==> src/dpr_pkg.sv <==
package dpr_pkg;

	localparam int IMAGE_WIDTH  = 2048;
	localparam int IMAGE_HEIGHT = 2048;

	localparam int COORD_W   = 11;
	localparam int CMP_W     = 14;   // holds any image size up to 8192
	localparam int PIX_W     = 22;
	localparam int CNT_W     = 22;
	localparam int W_W       = 49;   // d*Q32 + 16*Q32, signed
	localparam int NUM_W     = 33;   // x*2^16 + Q32, signed
	localparam int QUO_W     = 31;   // unsaturated quotient magnitude
	localparam int DVD_W     = NUM_W + 32;
	localparam int DIV_STEPS = DVD_W;
	localparam int STEP_W    = $clog2(DIV_STEPS);
	localparam int QDEPTH    = 4;
	localparam int QPTR_W    = $clog2(QDEPTH);

	typedef enum logic [3:0] {
		REG_CENTER_X   = 4'd0,
		REG_CENTER_Y   = 4'd1,
		REG_FOCAL      = 4'd2,
		REG_INV_BASE   = 4'd3,
		REG_OFFSET     = 4'd4,
		REG_ROI_BOX    = 4'd5,
		REG_DEPTH_WIN  = 4'd6,
		REG_CONTROL    = 4'd7
	} reg_idx_t;

	localparam logic [63:0] DEPTH_WIN_RESET = 64'h0037_8000_0000_0000;
	localparam logic [17:0] CONTROL_RESET   = 18'd3;

	typedef struct packed {
		logic signed [31:0] center_x;
		logic signed [31:0] center_y;
		logic signed [31:0] focal;
		logic signed [31:0] inv_baseline;
		logic signed [31:0] offset;
		logic [63:0]        roi_box;
		logic [63:0]        depth_window;
		logic [17:0]        control;
	} dpr_cfg_t;

	typedef struct packed {
		logic                  keep;
		logic                  frame_start;
		logic [COORD_W-1:0]    x;
		logic [COORD_W-1:0]    y;
		logic signed [W_W-1:0] w;
		logic [23:0]           color;
		logic [PIX_W-1:0]      pix;
	} dpr_entry_t;

endpackage

==> src/dpr_front.sv <==
module dpr_front import dpr_pkg::*; (
	input  dpr_cfg_t           cfg,
	input  logic [COORD_W-1:0] pixel_x,
	input  logic [COORD_W-1:0] pixel_y,
	input  logic signed [15:0] disparity,
	input  logic [7:0]         blue,
	input  logic [7:0]         green,
	input  logic [7:0]         red,
	input  logic               frame_start,
	output dpr_entry_t         entry
);

	logic              in_image, roi_on, in_roi, disp_ok;
	logic [15:0]       rx0, ry0, rw, rh;
	logic signed [15:0] min_disp;
	logic signed [19:0] min_scaled;
	logic signed [47:0] prod;

	always_comb begin
		rx0 = cfg.roi_box[15:0];
		ry0 = cfg.roi_box[31:16];
		rw  = cfg.roi_box[47:32];
		rh  = cfg.roi_box[63:48];
		in_image = ({{(CMP_W-COORD_W){1'b0}}, pixel_x} < CMP_W'(IMAGE_WIDTH))
			&& ({{(CMP_W-COORD_W){1'b0}}, pixel_y} < CMP_W'(IMAGE_HEIGHT));
		roi_on = cfg.control[0] && (rw != 16'd0) && (rh != 16'd0);
		in_roi = ({5'd0, pixel_x} >= rx0)
			&& ({6'd0, pixel_x} < ({1'b0, rx0} + {1'b0, rw}))
			&& ({5'd0, pixel_y} >= ry0)
			&& ({6'd0, pixel_y} < ({1'b0, ry0} + {1'b0, rh}));
		min_disp   = signed'(cfg.control[17:2]);
		min_scaled = {min_disp, 4'd0};
		disp_ok    = (20'(disparity) >= min_scaled) && (disparity != 16'sd0);
		prod = disparity * cfg.inv_baseline;

		entry.keep        = in_image && (!roi_on || in_roi) && disp_ok;
		entry.frame_start = frame_start;
		entry.x           = pixel_x;
		entry.y           = pixel_y;
		entry.w           = {prod[47], prod}
			+ {{(W_W-36){cfg.offset[31]}}, cfg.offset, 4'd0};
		entry.color       = {red, green, blue};
		entry.pix         = PIX_W'({{(PIX_W-COORD_W){1'b0}}, pixel_y} * PIX_W'(IMAGE_WIDTH))
			+ PIX_W'(pixel_x);
	end

endmodule

==> src/dpr_queue.sv <==
module dpr_queue import dpr_pkg::*; (
	input  logic       clk,
	input  logic       arst_n,
	input  logic       wr,
	input  dpr_entry_t wr_entry,
	output logic       q_full,
	input  logic       rd,
	output dpr_entry_t rd_entry,
	output logic       q_empty
);

	dpr_entry_t         mem_q [QDEPTH];
	logic [QPTR_W-1:0]  wptr_q, rptr_q;
	logic [QPTR_W:0]    count_q;

	assign q_full   = (count_q == (QPTR_W+1)'(QDEPTH));
	assign q_empty  = (count_q == '0);
	assign rd_entry = mem_q[rptr_q];

	always_ff @(posedge clk) begin
		if (wr && !q_full) begin
			mem_q[wptr_q] <= wr_entry;
		end
	end

	always_ff @(posedge clk or negedge arst_n) begin
		if (!arst_n) begin
			wptr_q  <= '0;
			rptr_q  <= '0;
			count_q <= '0;
		end else begin
			if (wr && !q_full) wptr_q <= wptr_q + 1'b1;
			if (rd && !q_empty) rptr_q <= rptr_q + 1'b1;
			count_q <= count_q + (QPTR_W+1)'(wr && !q_full) - (QPTR_W+1)'(rd && !q_empty);
		end
	end

endmodule

==> src/dpr_back.sv <==
module dpr_back import dpr_pkg::*; (
	input  logic               clk,
	input  logic               arst_n,
	input  dpr_cfg_t           cfg,
	input  logic               q_empty,
	input  dpr_entry_t         q_entry,
	output logic               q_pop,
	output logic signed [31:0] point_x,
	output logic signed [31:0] point_y,
	output logic signed [31:0] point_z,
	output logic [23:0]        packed_color,
	output logic [PIX_W-1:0]   source_pixel,
	output logic [CNT_W-1:0]   point_number,
	output logic               empty,
	input  logic               pop
);

	typedef enum logic [1:0] {ST_IDLE, ST_DIV, ST_DONE} state_t;

	state_t              state_q;
	logic [STEP_W-1:0]   step_q;
	logic [W_W-1:0]      den_q;
	logic [W_W-1:0]      rem_q [3];
	logic [DVD_W-1:0]    dvd_q [3];
	logic [QUO_W-1:0]    quo_q [3];
	logic                sat_q [3];
	logic                neg_q [3];
	logic [23:0]         color_q;
	logic [PIX_W-1:0]    pix_q;
	logic [CNT_W-1:0]    cnt_q;
	logic                out_valid_q;

	logic signed [NUM_W-1:0] num [3];
	logic [NUM_W-1:0]        num_mag [3];
	logic [W_W-1:0]          w_mag;
	logic [W_W:0]            trial [3];
	logic                    ge [3];
	logic signed [31:0]      res [3];
	logic                    z_ok, slot_free, out_load;

	always_comb begin
		num[0] = signed'({1'b0, q_entry.x, 16'd0}) + NUM_W'(cfg.center_x);
		num[1] = signed'({1'b0, q_entry.y, 16'd0}) + NUM_W'(cfg.center_y);
		num[2] = NUM_W'(cfg.focal);
		w_mag  = q_entry.w[W_W-1] ? W_W'(-q_entry.w) : W_W'(q_entry.w);
	end

	// three lanes share the divisor and step together
	for (genvar i = 0; i < 3; i++) begin : g_lane
		always_comb begin
			num_mag[i] = num[i][NUM_W-1] ? NUM_W'(-num[i]) : NUM_W'(num[i]);
			trial[i]   = {rem_q[i], dvd_q[i][DVD_W-1]};
			ge[i]      = trial[i] >= {1'b0, den_q};
			if (sat_q[i]) begin
				res[i] = neg_q[i] ? 32'sh8000_0000 : 32'sh7fff_ffff;
			end else if (neg_q[i]) begin
				res[i] = -signed'({1'b0, quo_q[i]});
			end else begin
				res[i] = signed'({1'b0, quo_q[i]});
			end
		end
	end

	assign z_ok = !cfg.control[1]
		|| ((res[2] >= signed'(cfg.depth_window[31:0]))
		&& (res[2] <= signed'(cfg.depth_window[63:32])));
	assign slot_free = !out_valid_q || pop;
	assign out_load  = (state_q == ST_DONE) && z_ok && slot_free;
	assign q_pop     = (state_q == ST_IDLE) && !q_empty;
	assign empty     = !out_valid_q;

	always_ff @(posedge clk) begin
		unique case (state_q)
			ST_IDLE: begin
				den_q   <= w_mag;
				color_q <= q_entry.color;
				pix_q   <= q_entry.pix;
				step_q  <= '0;
				for (int i = 0; i < 3; i++) begin
					rem_q[i] <= '0;
					dvd_q[i] <= {num_mag[i], 32'd0};
					quo_q[i] <= '0;
					sat_q[i] <= 1'b0;
					neg_q[i] <= num[i][NUM_W-1] ^ q_entry.w[W_W-1];
				end
			end
			ST_DIV: begin
				step_q <= step_q + 1'b1;
				for (int i = 0; i < 3; i++) begin
					rem_q[i] <= ge[i] ? W_W'(trial[i] - {1'b0, den_q}) : W_W'(trial[i]);
					dvd_q[i] <= {dvd_q[i][DVD_W-2:0], 1'b0};
					quo_q[i] <= {quo_q[i][QUO_W-2:0], ge[i]};
					sat_q[i] <= sat_q[i] | quo_q[i][QUO_W-1];
				end
			end
			default: begin
			end
		endcase
		if (out_load) begin
			point_x      <= res[0];
			point_y      <= res[1];
			point_z      <= res[2];
			packed_color <= color_q;
			source_pixel <= pix_q;
			point_number <= cnt_q;
		end
	end

	always_ff @(posedge clk or negedge arst_n) begin
		if (!arst_n) begin
			state_q     <= ST_IDLE;
			cnt_q       <= '0;
			out_valid_q <= 1'b0;
		end else begin
			out_valid_q <= out_load || (out_valid_q && !pop);
			unique case (state_q)
				ST_IDLE: begin
					if (!q_empty) begin
						if (q_entry.frame_start) cnt_q <= '0;
						if (q_entry.keep && q_entry.w != '0) state_q <= ST_DIV;
					end
				end
				ST_DIV: begin
					if (step_q == STEP_W'(DIV_STEPS-1)) state_q <= ST_DONE;
				end
				ST_DONE: begin
					if (!z_ok) begin
						state_q <= ST_IDLE;
					end else if (slot_free) begin
						cnt_q   <= cnt_q + 1'b1;
						state_q <= ST_IDLE;
					end
				end
				default: state_q <= ST_IDLE;
			endcase
		end
	end

endmodule

==> src/disparity_to_point_reprojector_core.sv <==
// disparity to 3d point reprojector
// input side: a queue face. an item is taken at a clock edge where push is
// high and full is low; it carries pixel coordinates, a signed q12.4
// disparity, the bgr color and a frame_start mark
// result side: while empty is low the oldest point sits on the result ports;
// it leaves at an edge where pop is high. dropped pixels give no item
// configuration: wr_en, wr_index, wr_data write one register per edge; the
// user writes only while the block is idle, which the block does not enforce
// a kept item passes the queue write, the load, 65 divider steps and the
// finish before it reaches the output register; an item dropped in the front
// is popped in the idle state, one dropped by the z window runs all the steps
// the bit-serial divider takes a new item only once it is through with the
// last; it forms x, y and z in three lanes, one quotient bit per cycle each
// the 4-deep item queue keeps accepting while the divider is busy
// a finished point waits in the output register while pop is low; the
// divider then holds in its finish state and the queue fills up to full
// reset: queue and output register empty, point counter zero, registers
// take their reset values (z window 0..55.5, roi and z window enabled)
module disparity_to_point_reprojector_core import dpr_pkg::*; (
	input  logic               clk,
	input  logic               arst_n,
	// config port
	input  logic               wr_en,
	input  logic [3:0]         wr_index,
	input  logic [63:0]        wr_data,
	// item input
	input  logic               push,
	output logic               full,
	input  logic [COORD_W-1:0] pixel_x,
	input  logic [COORD_W-1:0] pixel_y,
	input  logic signed [15:0] disparity,
	input  logic [7:0]         blue,
	input  logic [7:0]         green,
	input  logic [7:0]         red,
	input  logic               frame_start,
	// point output
	output logic               empty,
	input  logic               pop,
	output logic signed [31:0] point_x,
	output logic signed [31:0] point_y,
	output logic signed [31:0] point_z,
	output logic [23:0]        packed_color,
	output logic [PIX_W-1:0]   source_pixel,
	output logic [CNT_W-1:0]   point_number
);

	dpr_cfg_t   cfg_q;
	dpr_entry_t front_entry, q_entry;
	logic       q_full, q_empty, q_pop;

	// register file, written directly
	always_ff @(posedge clk or negedge arst_n) begin
		if (!arst_n) begin
			cfg_q.center_x     <= '0;
			cfg_q.center_y     <= '0;
			cfg_q.focal        <= '0;
			cfg_q.inv_baseline <= '0;
			cfg_q.offset       <= '0;
			cfg_q.roi_box      <= '0;
			cfg_q.depth_window <= DEPTH_WIN_RESET;
			cfg_q.control      <= CONTROL_RESET;
		end else if (wr_en) begin
			unique case (wr_index)
				REG_CENTER_X:  cfg_q.center_x     <= wr_data[31:0];
				REG_CENTER_Y:  cfg_q.center_y     <= wr_data[31:0];
				REG_FOCAL:     cfg_q.focal        <= wr_data[31:0];
				REG_INV_BASE:  cfg_q.inv_baseline <= wr_data[31:0];
				REG_OFFSET:    cfg_q.offset       <= wr_data[31:0];
				REG_ROI_BOX:   cfg_q.roi_box      <= wr_data;
				REG_DEPTH_WIN: cfg_q.depth_window <= wr_data;
				REG_CONTROL:   cfg_q.control      <= wr_data[17:0];
				default: begin
				end
			endcase
		end
	end

	// front: bounds, roi and disparity checks plus the w product
	dpr_front u_front (
		.cfg         (cfg_q),
		.pixel_x     (pixel_x),
		.pixel_y     (pixel_y),
		.disparity   (disparity),
		.blue        (blue),
		.green       (green),
		.red         (red),
		.frame_start (frame_start),
		.entry       (front_entry)
	);

	// dropped items still travel so frame_start clears the counter in order
	dpr_queue u_queue (
		.clk      (clk),
		.arst_n   (arst_n),
		.wr       (push),
		.wr_entry (front_entry),
		.q_full   (q_full),
		.rd       (q_pop),
		.rd_entry (q_entry),
		.q_empty  (q_empty)
	);

	assign full = q_full;

	// back: three-lane divider, z window, point counter, output register
	dpr_back u_back (
		.clk          (clk),
		.arst_n       (arst_n),
		.cfg          (cfg_q),
		.q_empty      (q_empty),
		.q_entry      (q_entry),
		.q_pop        (q_pop),
		.point_x      (point_x),
		.point_y      (point_y),
		.point_z      (point_z),
		.packed_color (packed_color),
		.source_pixel (source_pixel),
		.point_number (point_number),
		.empty        (empty),
		.pop          (pop)
	);

endmodule

==> config.mk <==
export PLATFORM = sky130hd
export DESIGN_NAME = disparity_to_point_reprojector_core
export DESIGN_NICKNAME = d
export VERILOG_FILES = /design/src/dpr_pkg.sv /design/src/dpr_front.sv /design/src/dpr_queue.sv /design/src/dpr_back.sv /design/src/disparity_to_point_reprojector_core.sv
export SDC_FILE = /design/constraint.sdc
export NUM_CORES = 2
export LEC_CHECK = 0
export BUFFER_PORTS_ARGS = -buffer_cell sky130_fd_sc_hd__clkbuf_2
export CORE_MARGIN = 2
export CORE_UTILIZATION = 30
export DETAILED_ROUTE_END_ITERATION = 10
export MAX_ROUTING_LAYER = met4
export PLACE_DENSITY = 0.42
export SLEW_MARGIN = 0
export SYNTH_ARGS = -nofsm -noshare
export SYNTH_HDL_FRONTEND = slang
export SYNTH_SLANG_ARGS = --single-unit
==> constraint.sdc <==
create_clock -name clk -period 26.7 [get_ports clk]
set_clock_uncertainty 0.2 [all_clocks]
set_input_delay 2.67 -clock clk [delete_from_list [all_inputs] [get_ports clk]]
set_output_delay 2.67 -clock clk [all_outputs]
set_load 0.03 [all_outputs]
==> results.cfg <==
[cts]
cts_resized = 0
clk-insertion-delay-late_ns = 0.90
cts.clk_slew.worst_paths_ns = 0.06
root_buffer = clkbuf_16
cts_max_level = 4
tritoncts = done
cts_sinks = 1337
cts_buffers = 168
cts.hold.buffers_added = 0
post_cts_buffers = 0
clockBufferDepth = 4

[placed_design]
dpl.hpwl_mm = 186.8
gp_congestion = 0.8302
io_buffers = 301
pre_cts_slack_ns = 16.34

[worst_setup_path]
critPathCaptureType = flip-flop
path_class = primary input to flip-flop
crit_path_start_kind = primary input
cp.arrival_ns = 9.96
critical_path.startpoint = disparity[7]
timing.rr.start = u_back.quo_q[0][62]$_SDFFCE_PN0P_
cp_max_fo = 34
required_ns = 27.09

[sta]
finalMaxSlewViolations = 0
timing.final.ws_setup_ns = 17.14
setup_viol = 0
rsz0062_at_grt = no
min_period_ns = 9.563
hold_viol = 0
fin_tns_setup_ns = 0
slew_headroom = 0.1929
tightest_slew_ns = 1.211
fmax_mhz = 104.6
fin_crit_sh = 0.3582

[final_layout]
final_nets = 9191
syn2layout_area_growth_pct = 12.97
regArea_um2 = 38470
drive_above_1_share = 0.1217
fill_cells = 29130
multi_input_area_um2 = 44540

[logic_synthesis]
synth_top_family_by_area = adder cells
avgSynthCellArea_um2 = 11.12
syn_inst = 7844
synth_top_cell_by_area = edfxtp_1
synth.top_cell.area_share = 0.3439
muxShareOfSynthArea = 0.05837
synthTopCellsByCount = 999 x edfxtp_1, 824 x inv_1, 806 x nand2_1, 531 x fa_1, 455 x ha_1
synth_xor_area_frac = 0.03997
yosys-top-cells-area = edfxtp_1 34%, fa_1 12%, dfrtp_1 9.5%
synth-async-reset-ratio = 0.2528
yosysSeqAreaShare = 0.4410
synthDistinctLibCells = 98
synth_most_common_cell = edfxtp_1
synth-simple-area-share = 0.1204
ys.warnings.count = 0
synth_compound_area_frac = 0.1034
synth_ff_type = edfxtp_1
synth_area_um2 = 87220
syn-num-nets = 8966
ys_ff_latch = 1337
synth_adder_area_share = 0.1871
synth_edf_count = 999

[route]
firstDrtPassIters = 6
ant_nets = 0
via_per_inst = 4.935
vias = 59700
wl_met1_mm = 121.4
wirelength_mm = 261.8
wl_met3_mm = 11.41
route.detailed.drc = 0
top_layer = met4
drt-initial-drc-count = 4081
wl_per_cell_um = 21.64
wl_met2_mm = 122.2

[grt]
grt_max_degree = 137
grt_pass1_vias = 61150
grt_overflow = 0
antenna_found_initial = 33
grt_usage = 0.1806
grt_pass1_wl_mm = 391.7

[floorplanning]
start_util = 0.3022
rows = 197
coreArea_um2 = 288600
boundaryPins = 302
dieArea_um2 = 295100
die_x_um = 543.2
die_h_um = 543.2

[run]
drv_cap = 0

[min_path]
holdCritPathClass = flip-flop to flip-flop
min_from = u_back.pix_q[15]$_DFFE_PP_

[run_status]
outcome = complete, no violations
per-stage QoR:
stage	hold WS, ns	utilization	instance area (um^2)	std cells
final	0.1883	0.3414	98540	12100
after floorplan	0.2003	-	87220	7844
after CTS	0.1713	0.3413	98500	12080
after global placement	0.2027	0.3223	93020	11780
after global routing	0.1864	0.3413	98520	12090
after detailed placement	0.2045	0.3223	93020	11780
critical path: stages:
cell      delay [ns]
clkbuf_2        0.85
nand2_1         0.16
fa_1            0.54
inv_1           0.06
fa_1            0.52
fa_1            0.44
fa_1            0.52
fa_1            0.59
inv_1           0.07
fa_1            0.53
inv_1           0.04
ha_1            0.37
a21o_1          0.21
a21o_1          0.18
a221oi_1        0.24
o211ai_1        0.30
a22oi_1         0.35
a31oi_1         0.29
a211oi_1        0.38
o21ai_0         0.14
a21o_1          0.20
xnor2_1         0.25
cell usage in the layout (no fill, tap or decap), drive strengths merged, types with 69 or more instances in the layout:
master | netlist | layout
a21oi | 418 | 418
nor2 | 407 | 407
nand3 | 99 | 99
mux4 | 96 | 96
ha | 455 | 455
fa | 531 | 531
inv | 825 | 831
xnor2 | 193 | 193
a21o | 154 | 154
dfrtp | 330 | 330
and2 | 320 | 320
clkbuf | 266 | 522
o21ai | 410 | 410
mux2 | 213 | 213
xor2 | 205 | 205
nor3 | 98 | 98
nand2 | 807 | 807
edfxtp | 999 | 999
buf | 48 | 69
flip-flops by register name, summed over array words and instances, names as in the netlist, 24 cells and up:
name,cells
u_back.point_y,32
u_back.packed_color,24
u_back.den_q,49
cfg_q,306
u_queue.mem_q,388
u_back.dvd_q,99
u_back.point_z,32
u_back.point_x,32
u_back.color_q,24
u_back.quo_q,93
u_back.rem_q,147
final timing paths:
kind	cells after the start	slack [ns]	to
max	22	17.14	u_queue.mem_q[0][94]$_DFFE_PP_
min	0	0.19	u_back.source_pixel[15]$_DFFE_PP_
max reg2reg	20	17.77	u_back.point_z[26]$_DFFE_PP_
min reg2reg	0	0.19	u_back.source_pixel[15]$_DFFE_PP_
max in group asynchronous	3	22.41	u_queue.rptr_q[1]$_DFFE_PN0P_
min in group asynchronous	1	1.65	cfg_q[51]$_DFFE_PN0P_
per-layer routing:
layer | global-route usage | up-vias
met4 | 0.04774 | 0
met2 | 0.2847 | 1147
met1 | 0.2427 | 30320
li1 | - | 27880
met5 | - | -
met3 | 0.02623 | 347
logic make-up (layout without fill, tap and decap cells):
kind of cell	after synthesis	after routing
AND/OR/NAND/NOR	2159	2159
AO/OA/AOI/OAI	1461	1461
flip-flops	1337	1337
buffers and inverters	1141	1500
adder cells (fa/ha/maj)	986	986
XOR/XNOR	398	398
multiplexers	362	362
other	0	14
final cells by class:
| cell class | count | area share |
|---|---|---|
| multi-input combinational | 5366 | 0.4521 |
| sequential | 1337 | 0.3905 |
| tap | 3880 | 0.04927 |
| clock buffer | 222 | 0.04576 |
| inverter | 827 | 0.03158 |
| timing repair buffer | 369 | 0.02070 |
| clock inverter | 82 | 0.009828 |
| antenna | 14 | 0.0003555 |
Power is left out: the tool's default activity adds up to more than one toggle a clock period on the data nets, which glitch-free logic cannot reach.
